### src/lgs_pkg.sv
// Shared types, constants and the Life rule for the grid generation block.
package lgs_pkg;

	localparam int GRID_SIZE = 10;
	localparam int ROW_W     = (GRID_SIZE > 1) ? $clog2(GRID_SIZE) : 1;
	localparam int OPCODE_W  = 2;
	localparam int ROW_IDX_W = 4;
	localparam int FIELD_W   = 10;
	localparam int COUNT_W   = 32;

	typedef logic [GRID_SIZE-1:0] grid_row_t;
	typedef logic [FIELD_W-1:0]   field_row_t;

	typedef enum logic [OPCODE_W-1:0] {
		OP_WRITE = 2'd0,
		OP_STEP  = 2'd1,
		OP_READ  = 2'd2
	} opcode_t;

	typedef enum logic [1:0] {
		ST_EMPTY = 2'b01,
		ST_FULL  = 2'b10
	} ctrl_state_t;

	// controller to datapath
	typedef struct packed {
		logic load;
		logic do_write;
		logic do_step;
	} dp_cmd_t;

	// next state of one cell from its own state and its eight neighbours
	function automatic logic life_rule(input logic alive, input logic [7:0] nbrs);
		logic [3:0] n;
		n = 4'($countones(nbrs));
		return alive ? ((n == 4'd2) || (n == 4'd3)) : (n == 4'd3);
	endfunction

endpackage

### src/lgs_in_if.sv
// Request channel: opcode, row index and row cells with valid/ready.
interface lgs_in_if
	import lgs_pkg::*;
();
	logic                 valid;
	logic                 ready;
	logic [OPCODE_W-1:0]  opcode;
	logic [ROW_IDX_W-1:0] row_index;
	logic [FIELD_W-1:0]   row_cells;

	modport source (output valid, output opcode, output row_index, output row_cells,
		input ready);
	modport sink (input valid, input opcode, input row_index, input row_cells,
		output ready);
endinterface

### src/lgs_out_if.sv
// Response channel: row and generation count with valid/ready.
interface lgs_out_if
	import lgs_pkg::*;
();
	logic               valid;
	logic               ready;
	logic [FIELD_W-1:0] row_out;
	logic [COUNT_W-1:0] generation_count;

	modport source (output valid, output row_out, output generation_count, input ready);
	modport sink (input valid, input row_out, input generation_count, output ready);
endinterface

### src/lgs_ctrl.sv
// Controller: request acceptance, response occupancy and operation decode.
module lgs_ctrl
	import lgs_pkg::*;
(
	input  logic                clk,
	input  logic                arst_n,
	input  logic                in_valid,
	output logic                in_ready,
	input  logic [OPCODE_W-1:0] opcode,
	output logic                out_valid,
	input  logic                out_ready,
	output dp_cmd_t             cmd
);

	ctrl_state_t state_q;
	ctrl_state_t state_nxt;
	logic        accept;

	// a new transaction may enter in the cycle the held response leaves
	assign in_ready  = (state_q == ST_EMPTY) || out_ready;
	assign accept    = in_valid && in_ready;
	assign out_valid = (state_q == ST_FULL);

	always_comb begin
		cmd.load     = accept;
		cmd.do_write = 1'b0;
		cmd.do_step  = 1'b0;
		unique case (opcode_t'(opcode))
			OP_WRITE: cmd.do_write = accept;
			OP_STEP:  cmd.do_step  = accept;
			default:  ;
		endcase
	end

	always_comb begin
		state_nxt = state_q;
		unique case (state_q)
			ST_EMPTY: if (accept) state_nxt = ST_FULL;
			ST_FULL: begin
				if (accept) state_nxt = ST_FULL;
				else if (out_ready) state_nxt = ST_EMPTY;
			end
			default: state_nxt = ST_EMPTY;
		endcase
	end

	always_ff @(posedge clk or negedge arst_n) begin
		if (!arst_n) begin
			state_q <= ST_EMPTY;
		end else begin
			state_q <= state_nxt;
		end
	end

endmodule

### src/lgs_dp.sv
// Datapath: cell grid, parallel Life update, row access and generation counter.
module lgs_dp
	import lgs_pkg::*;
(
	input  logic                 clk,
	input  logic                 arst_n,
	input  dp_cmd_t              cmd,
	input  logic [ROW_IDX_W-1:0] row_index,
	input  logic [FIELD_W-1:0]   row_cells,
	output logic [FIELD_W-1:0]   row_out,
	output logic [COUNT_W-1:0]   generation_count
);

	grid_row_t          grid_q [GRID_SIZE];
	grid_row_t          grid_nxt [GRID_SIZE];
	grid_row_t          life_grid [GRID_SIZE];
	grid_row_t          wr_row;
	grid_row_t          sel_row;
	logic [ROW_W-1:0]   row_sel;
	logic               row_ok;
	logic [FIELD_W-1:0] row_out_q;
	logic [COUNT_W-1:0] count_q;

	assign row_ok  = {26'd0, row_index} < 30'(GRID_SIZE);
	assign row_sel = ROW_W'(row_index);

	// columns beyond the request field are written dead
	always_comb begin
		for (int c = 0; c < GRID_SIZE; c++) begin
			wr_row[c] = (c < FIELD_W) ? row_cells[c % FIELD_W] : 1'b0;
		end
	end

	// border cells keep their values; every interior cell updates at once
	always_comb begin
		for (int r = 0; r < GRID_SIZE; r++) begin
			life_grid[r] = grid_q[r];
		end
		for (int r = 1; r < GRID_SIZE - 1; r++) begin
			for (int c = 1; c < GRID_SIZE - 1; c++) begin
				life_grid[r][c] = life_rule(grid_q[r][c], {
					grid_q[r-1][c-1], grid_q[r-1][c], grid_q[r-1][c+1],
					grid_q[r][c-1],                   grid_q[r][c+1],
					grid_q[r+1][c-1], grid_q[r+1][c], grid_q[r+1][c+1]});
			end
		end
	end

	always_comb begin
		for (int r = 0; r < GRID_SIZE; r++) begin
			if (cmd.do_step) begin
				grid_nxt[r] = life_grid[r];
			end else if (cmd.do_write && row_ok && (row_sel == ROW_W'(r))) begin
				grid_nxt[r] = wr_row;
			end else begin
				grid_nxt[r] = grid_q[r];
			end
		end
	end

	always_comb begin
		sel_row = grid_nxt[row_sel];
	end

	always_ff @(posedge clk or negedge arst_n) begin
		if (!arst_n) begin
			for (int r = 0; r < GRID_SIZE; r++) begin
				grid_q[r] <= '0;
			end
			count_q <= '0;
		end else begin
			if (cmd.load) begin
				for (int r = 0; r < GRID_SIZE; r++) begin
					grid_q[r] <= grid_nxt[r];
				end
			end
			if (cmd.do_step) begin
				count_q <= count_q + 1'b1;
			end
		end
	end

	always_ff @(posedge clk) begin
		if (cmd.load) begin
			for (int k = 0; k < FIELD_W; k++) begin
				row_out_q[k] <= (row_ok && (k < GRID_SIZE)) ? sel_row[k % GRID_SIZE] : 1'b0;
			end
		end
	end

	assign row_out          = row_out_q;
	assign generation_count = count_q;

endmodule

### src/life_grid_generation_step.sv
// Top level of the Life grid block: controller plus grid datapath.
//
//  port  dir   fields                        meaning
//  cmd   sink  opcode, row_index, row_cells  write row, step generation, read row
//  rsp   src   row_out, generation_count     addressed row after the op, count
//
// For each transaction the whole grid updates in parallel in the datapath and
// the response lands in an output register at the accept edge.
// A new request is taken in the same cycle the held response is consumed.
// While the response is stalled, cmd.ready stays low.
// Reset clears the grid to all dead and the generation count to zero.
module life_grid_generation_step
	import lgs_pkg::*;
(
	input logic       clk,
	input logic       arst_n,
	lgs_in_if.sink    cmd,
	lgs_out_if.source rsp
);

	dp_cmd_t dp_cmd;

	lgs_ctrl u_ctrl (
		.clk       (clk),
		.arst_n    (arst_n),
		.in_valid  (cmd.valid),
		.in_ready  (cmd.ready),
		.opcode    (cmd.opcode),
		.out_valid (rsp.valid),
		.out_ready (rsp.ready),
		.cmd       (dp_cmd)
	);

	lgs_dp u_dp (
		.clk              (clk),
		.arst_n           (arst_n),
		.cmd              (dp_cmd),
		.row_index        (cmd.row_index),
		.row_cells        (cmd.row_cells),
		.row_out          (rsp.row_out),
		.generation_count (rsp.generation_count)
	);

endmodule

### src/flat_wrapper.sv
// flat-port wrapper written by rule: the top's interface ports become plain ports
module life_grid_generation_step_flat import lgs_pkg::*;
  (clk, arst_n, cmd_valid, cmd_opcode, cmd_row_index, cmd_row_cells, cmd_ready, rsp_valid, rsp_row_out, rsp_generation_count, rsp_ready);
  lgs_in_if cmd_i ();
  lgs_out_if rsp_i ();
  input logic clk;
  input logic arst_n;
  input wire logic [$bits(cmd_i.valid)-1:0] cmd_valid;
  input wire logic [$bits(cmd_i.opcode)-1:0] cmd_opcode;
  input wire logic [$bits(cmd_i.row_index)-1:0] cmd_row_index;
  input wire logic [$bits(cmd_i.row_cells)-1:0] cmd_row_cells;
  output wire logic [$bits(cmd_i.ready)-1:0] cmd_ready;
  output wire logic [$bits(rsp_i.valid)-1:0] rsp_valid;
  output wire logic [$bits(rsp_i.row_out)-1:0] rsp_row_out;
  output wire logic [$bits(rsp_i.generation_count)-1:0] rsp_generation_count;
  input wire logic [$bits(rsp_i.ready)-1:0] rsp_ready;
  assign cmd_i.valid = cmd_valid;
  assign cmd_i.opcode = cmd_opcode;
  assign cmd_i.row_index = cmd_row_index;
  assign cmd_i.row_cells = cmd_row_cells;
  assign cmd_ready = cmd_i.ready;
  assign rsp_valid = rsp_i.valid;
  assign rsp_row_out = rsp_i.row_out;
  assign rsp_generation_count = rsp_i.generation_count;
  assign rsp_i.ready = rsp_ready;
  life_grid_generation_step u_core (.clk(clk), .arst_n(arst_n), .cmd(cmd_i), .rsp(rsp_i));
endmodule
### config.mk
export PLATFORM = sky130hd
export DESIGN_NAME = life_grid_generation_step_flat
export DESIGN_NICKNAME = d
export VERILOG_FILES = /design/src/lgs_pkg.sv /design/src/lgs_in_if.sv /design/src/lgs_out_if.sv /design/src/lgs_ctrl.sv /design/src/lgs_dp.sv /design/src/life_grid_generation_step.sv /design/src/flat_wrapper.sv
export SDC_FILE = /design/constraint.sdc
export NUM_CORES = 1
export LEC_CHECK = 0
export BUFFER_PORTS_ARGS = -buffer_cell sky130_fd_sc_hd__buf_2
export CORE_UTILIZATION = 57
export CTS_BUF_LIST = sky130_fd_sc_hd__clkbuf_4 sky130_fd_sc_hd__clkbuf_8 sky130_fd_sc_hd__clkbuf_16
export DETAILED_ROUTE_END_ITERATION = 12
export PLACE_DENSITY = 0.74
export SLEW_MARGIN = 30
export SYNTH_ARGS = -nofsm -noshare
export SYNTH_HDL_FRONTEND = slang
export SYNTH_SLANG_ARGS = --single-unit
### constraint.sdc
create_clock -name clk -period 10.4 [get_ports clk]
set_clock_uncertainty 0.2 [all_clocks]
set_input_delay 0.52 -clock clk [delete_from_list [all_inputs] [get_ports clk]]
set_output_delay 0.52 -clock clk [all_outputs]
set_load 0.05 [all_outputs]
Word-level counts from Yosys, hierarchy flattened
Cells that the tools add are included.
{"block": "word_totals", "ramBits": 0, "output_inout_bits": 44, "latchBits": 0, "n_memories": 0, "romBits": 0, "inputBits": 20, "regBits": 144}
{"block": "op_classes", "n_addsub": 351, "multipliers": 0, "n_mux": 93, "n_eq_ne": 142, "n_shift": 0, "n_bitwise": 1, "reduce_logical": 80, "n_div": 0, "magnitude_cmp": 2}
{"operator": "== test 4 x 2 -> 1 bit, second input constant", "n": 130}
{"operator": "adder 2 x 2 -> 3 bit", "n": 128}
{"operator": "adder 1 x 1 -> 2 bit", "n": 158}
{"operator": "adder 4 x 3 -> 4 bit", "n": 56}
{"operator": "two-way mux 10 bit", "n": 22}
{"operator": "two-way mux 1 bit", "n": 66}
{"operator": "logical OR 1 bit", "n": 65}
{"operator": "binary-select mux 10 bit (select 4 bit)", "n": 1}
{"operator": "adder 3 x 3 -> 4 bit", "n": 8}
{"operator": "adder 32 x 1 -> 32 bit, second input constant", "n": 1}
{"operator": "== test 4 x 3 -> 1 bit, second input constant", "n": 4}
{"operator": "logical AND 1 bit", "n": 12}
{"operator": "== test 4 bit, second input constant", "n": 2}
{"operator": "two-way mux 2 bit", "n": 3}
{"operator": ">= comparator 5 bit, second input constant", "n": 1}
{"operator": "NOT 4 -> 5 bit", "n": 1}
{"operator": "== test 2 x 1 -> 1 bit, second input constant", "n": 2}
{"operator": "== test 4 x 1 -> 1 bit, second input constant", "n": 1}
{"operator": "zero test 4 bit", "n": 1}
{"operator": "less-than comparator 4 bit, second input constant", "n": 1}
{"operator": "one-hot mux 2 bit (2 select lines)", "n": 1}
{"operator": "inequality test 3 x 1 -> 1 bit, second input constant", "n": 1}
{"operator": "== test 2 bit, second input constant", "n": 1}
{"operator": "zero test 2 bit", "n": 1}
{"operator": "other kinds (2)", "n": 2}

Logic depth before layout (Yosys ltp)
{"block": "depth", "depth_word": 11, "mapped_depth": 15}

Modules after synthesis
A second synthesis with hierarchy kept.
{"block": "unflattened", "cells_unflattened": 2000, "hier_area_um2": 19462.4}
{"module": "lgs_dp", "seq_area_each_um2": 3603.5, "area_per_inst_um2": 19296.0, "cells_each": 1981, "instances": 1}
{"module": "lgs_ctrl", "seq_area_each_um2": 51.3, "area_per_inst_um2": 166.4, "cells_each": 19, "instances": 1}

Worst setup path after synthesis
OpenSTA, ideal clock, no wires.
{"block": "synth_timing", "path_kind": "register to register", "startpoint": "reg u_core.u_dp.grid_q[51] in the netlist's numbering", "endpoint": "reg u_core.u_dp.row_out_q[2] (netlist: u_core.u_dp.row_out[2]) (data pin)", "t_arrival_ps": 3753, "path_stages_with_launch": 16, "n_path_buf": 0, "slack_ps": 6175, "setup_ps": 272, "synth_period_minus_slack_ps": 4225, "cell_sequence": "dfrtp_1 > ha_1 > ha_1 > fa_1 > inv_1 > fa_1 > inv_1 > ha_1 > inv_1 > fa_1 > nand3_1 > a22o_1 > a211oi_1 > and2_1 > a311o_1 > or4_1"}
{"block": "synth_between", "elab_chain_len": 10, "word_cells_on_any_way": 26, "cone_classes": "8 x add/sub; 6 x eq/ne; 9 x mux; 3 x reduce/logical"}
{"element": "start: declaration", "line_no": "lgs_dp.sv:14", "source": "grid_row_t grid_q [GRID_SIZE];"}
{"element": "start signal: indexed assignment", "line_no": "lgs_dp.sv:74", "source": "grid_q[r] <= grid_nxt[r];"}
{"element": "adder 1 x 1 -> 2 bit (not written as such)", "line_no": "lgs_pkg.sv:35", "source": "n = 4'($countones(nbrs));"}
{"element": "adder 2 x 2 -> 3 bit (not written as such)", "line_no": "lgs_pkg.sv:35"}
{"element": "adder 4 x 3 -> 4 bit (not written as such)", "line_no": "lgs_pkg.sv:35"}
{"element": "== test 4 x 2 -> 1 bit", "line_no": "lgs_pkg.sv:36", "source": "return alive ? ((n == 4'd2) || (n == 4'd3)) : (n == 4'd3);"}
{"element": "logical OR 1 bit", "line_no": "lgs_pkg.sv:36"}
{"element": "two-way mux 1 bit", "line_no": "lgs_pkg.sv:36"}
{"element": "two-way mux 10 bit", "line_no": "lgs_dp.sv:51", "source": "if (cmd.do_step) begin"}
{"element": "binary-select mux 10 bit (select 4 bit) (*)", "line_no": "lgs_dp.sv:62", "source": "sel_row = grid_nxt[row_sel];"}
{"element": "two-way mux 10 bit (not written as such) (*) (2 in series)", "line_no": "lgs_dp.sv:62"}
{"element": "end signal: indexed assignment", "line_no": "lgs_dp.sv:86", "source": "row_out_q[k] <= (row_ok && (k < GRID_SIZE)) ? sel_row[k % GRID_SIZE] : 1'b0;"}
{"element": "end: declaration", "line_no": "lgs_dp.sv:21", "source": "logic [FIELD_W-1:0] row_out_q;"}
Mark *: on every way between the ends. The rest lies on a longest branch, timed or not. The select of a mux whose other input is x is not followed.
A chain may end at the register's enable or synchronous reset.

Worst setup path in the final report
{"block": "layout_timing", "startpoint": "reg u_core.u_dp.grid_q[27] in the netlist's numbering", "endpoint": "reg u_core.u_dp.row_out_q[6] (netlist: u_core.u_dp.row_out[6]) (data pin)"}
{"block": "layout_between", "elab_chain_len": 10, "word_cells_on_any_way": 26, "cone_classes": "8 x add/sub; 6 x eq/ne; 9 x mux; 3 x reduce/logical"}
{"element": "adder 1 x 1 -> 2 bit (not written as such)", "line_no": "lgs_pkg.sv:35"}
{"element": "adder 2 x 2 -> 3 bit (not written as such)", "line_no": "lgs_pkg.sv:35"}
{"element": "adder 4 x 3 -> 4 bit (not written as such) or adder 3 x 3 -> 4 bit (tied branches)", "line_no": "lgs_pkg.sv:35"}
{"element": "== test 4 x 2 -> 1 bit", "line_no": "lgs_pkg.sv:36"}
{"element": "logical OR 1 bit", "line_no": "lgs_pkg.sv:36"}
{"element": "two-way mux 1 bit", "line_no": "lgs_pkg.sv:36"}
{"element": "two-way mux 10 bit", "line_no": "lgs_dp.sv:51"}
{"element": "binary-select mux 10 bit (select 4 bit) (*)", "line_no": "lgs_dp.sv:62"}
{"element": "two-way mux 10 bit (not written as such) (*) (2 in series)", "line_no": "lgs_dp.sv:62"}
Marked as above.

==> results summary <==
The flow ran to the end, and the final reports show no timing, DRC or antenna violations. The class of the worst hold path is in -> reg. The mapped netlist covers 18800 sq um.

For this run, the leading register cell type out of synthesis is sky130_fd_sc_hd__dfrtp_1. The insertion delay of the later-clocked pin in the worst-skew pair is 0.45 ns. The capturing point of the worst reg2reg path is u_core.u_dp.row_out[6]. The number of warnings reported in the yosys synthesis log came out at 0. The effective utilization at floorplan is 0.578. By startpoint and endpoint, the worst setup path is classified as reg -> reg. For flop-to-flop paths, the worst setup slack is 5.84 ns. The half-perimeter wire length after detailed placement is 40.2 mm.

The startpoint of the worst setup timing path is u_core.u_dp.grid_q[27]. The number of max-slew violations in the final report came out at 0. The synthesized instance count is 1873. For the pin with the worst max-slew slack, the measured transition is about 1.0 ns. The via count of the first global-routing pass came out at 15000. The remaining routing DRC violations came out at 0. In this run the worst setup path terminates at u_core.u_dp.row_out[6]. The DRC violation total after the first TritonRoute iteration is around 1100.

The initial antenna violation count is 0. The post-CTS clock slew at the launch and capture registers of the worst setup and hold paths is 0.07 ns. The clock tree synthesis step divided the H-tree into 4 levels. The highest clock rate is between 0.2 and 0.25 GHz. The library cell used most frequently in the layout, excluding fill and tap cells, is sky130_fd_sc_hd__inv_1. The average cell area after synthesis is roughly 10 sq um. The number of vias per cell came out at 6.01.

The iteration count of the initial detailed-routing pass came out at 5. Compared with the post-synthesis result, the final layout area differs by 7.19%. The routed wire length is 50.9 mm. In this run, synthesis inferred 10 flip-flops with an integrated enable. Measured in cells, the most critical reg-to-reg path has a length of 14. The number of maximum-capacitance violations came out at 0. The final-report hold violation count is 0. The data arrival time of the critical path came out at 4.53 ns. The pin count of the biggest net entering global routing came out at 82. The number of routed nets with antenna violations is 0.

Routability-driven placement finished with a final weighted congestion of 0.927. Setup repair after global routing left no endpoint under its margin. The maximum net fanout on the critical path came out at 6. The die is 184 microns wide.

The tree is rooted in a sky130_fd_sc_hd__clkbuf_16. The share of synthesized flip-flops with an asynchronous set or reset is 0.931. The clock period minus worst slack is 4.56 ns. After synthesis the netlist holds a flip-flop and latch count of 144.

For this run, the register share of the synthesized area comes to 0.194. The buffer depth of the longest clock path is 2. In the layout the commonest cells are 421 x sky130_fd_sc_hd__inv_1, 289 x sky130_fd_sc_hd__ha_1, 245 x sky130_fd_sc_hd__fa_1. The number of rows created at floorplan is 66. In the global route stage, overall resource usage came out at 0.319. The number of different library cells used by synthesis comes to 95. The standard cell area after detailed placement came out at around 20000 sq um. The clock tree from TritonCTS is done. Data on the critical path is required at its endpoint by about 10 ns. The net count reported at finish came out at 2466. The die covers 33700 sq um. The post-CTS repair timing setup buffer count came out at 0. TritonCTS created 17 clock buffers. The count of final setup violators is 0.

The fraction of layout instances using a drive strength above 1 came out at 0.0862. The boundary pin count came out at 64. Global routing finished with a remaining overflow of 0. The number of clock sinks came out at 144. The number of nets produced by synthesis is 2427. The height of the chip is around 180 microns. The worst setup path is captured at a flop.

The finished cells cover a little over 20000 sq um. In this run the tool buffered the top-level ports with 63 buffer cells. The via total after detailed routing is 14200. In this run the standard cell core region covers 32500 sq um. Dividing the final minimum period by the clock period gives 0.439. The number of diodes is 0. The worst register-to-register path begins at u_core.u_dp.grid_q[27]. The final-layout setup total negative slack is 0 ns.

The wire length of the first global-routing pass came out at 81.6 mm. The remaining max-slew budget at the tightest pin came out at 0.318. Dividing the detail-routed wire length by the instance count gives 21.5 microns.

The critical path startpoint category is a flop.
-- Yosys cell counts (all sizes together) (24+ instances only) --
| cell | instances | area [sq um] |
|---|---|---|
| inv | 423 | 1590 |
| ha | 289 | 3620 |
| fa | 245 | 4900 |
| dfrtp | 133 | 3330 |
| a21oi | 77 | 385 |
| nor2 | 73 | 274 |
| nand2 | 59 | 224 |
| o21ai | 45 | 229 |
| buf | 38 | 208 |
| nand3 | 37 | 185 |
| a211oi | 32 | 240 |
| mux2i | 26 | 260 |
| and3 | 24 | 150 |
-- timing repair --
| action | in CTS | in global routing |
|---|---|---|
| resized for setup | 0 | 0 |
| endpoints found under the hold margin | 79 | 0 |
| hold buffers | 1 | 0 |
-- cell type report --
type	instances	area (sq um)
flip-flops and latches	144	3650
fillers	2716	12400
clock inverters	13	141
clock buffers	19	447
inverters	424	1590
repair buffers	80	452
multi-input cells	1245	13300
well taps	442	553
-- worst max-delay path, stage by stage, from the launching register on --
cell,delay (ns)
sky130_fd_sc_hd__dfrtp_1,0.49
sky130_fd_sc_hd__ha_1,0.36
sky130_fd_sc_hd__ha_1,0.22
sky130_fd_sc_hd__fa_1,0.48
sky130_fd_sc_hd__inv_1,0.05
sky130_fd_sc_hd__fa_1,0.48
sky130_fd_sc_hd__inv_1,0.05
sky130_fd_sc_hd__ha_1,0.18
sky130_fd_sc_hd__inv_1,0.06
sky130_fd_sc_hd__fa_1,0.41
sky130_fd_sc_hd__and4_1,0.17
sky130_fd_sc_hd__o32ai_1,0.22
sky130_fd_sc_hd__a21oi_1,0.09
sky130_fd_sc_hd__a2111oi_0,0.66
sky130_fd_sc_hd__nand3_1,0.17
-- how the worst min path moves through the flow --
stage | startpoint | end | slack [ns] | cells past startpoint
after floorplan | arst_n | u_core.u_ctrl.state_q[1] | 0.02 | 0
after global placement | u_core.u_dp.generation_count[31] | u_core.u_dp.generation_count[31] | 0.26 | 1
after detailed placement | u_core.u_dp.generation_count[31] | u_core.u_dp.generation_count[31] | 0.25 | 1
after CTS | cmd_valid | u_core.u_ctrl.state_q[1] | 0.21 | 3
after global routing | cmd_valid | u_core.u_ctrl.state_q[1] | 0.23 | 3
final | cmd_valid | u_core.u_ctrl.state_q[1] | 0.22 | 3
-- state kept, by name, summed over array words and instances, names as in the netlist --
| signal | cells |
|---|---|
| u_core.u_ctrl.state_q | 2 |
| u_core.u_dp.generation_count | 32 |
| u_core.u_dp.grid_q | 100 |
| u_core.u_dp.row_out | 10 |
-- metal layers --
metal | vias up | wire length [microns] | global-route usage
li1 | 6395 | - | -
met1 | 7049 | 20600 | 0.417
met2 | 647 | 23600 | 0.512
met3 | 141 | 4220 | 0.0567
met4 | 0 | 2350 | 0.156
met5 | - | 0 | 0
-- kinds of logic after synthesis --
kind of cell	after synthesis	share of synthesized area
flops	144	0.194
mux	51	0.0308
simple gates	325	0.0971
compound gates	304	0.111
buf+inv	484	0.100
xor+xnor	31	0.0144
fa+ha+maj	534	0.453
-- metrics by stage --
stage	cells	utilization	hold slack, ns	worst slack [ns]
global route	2367	0.620	0.233	5.58
detailed placement	2334	0.601	0.253	5.91
finish	2367	0.620	0.221	5.84
CTS	2367	0.620	0.210	5.90
floorplan	1873	-	0.0244	6.17
global placement	2334	0.601	0.256	5.97
Power is left out: the tool's default activity adds up to more than one toggle a clock period on the data nets, which glitch-free logic cannot reach.
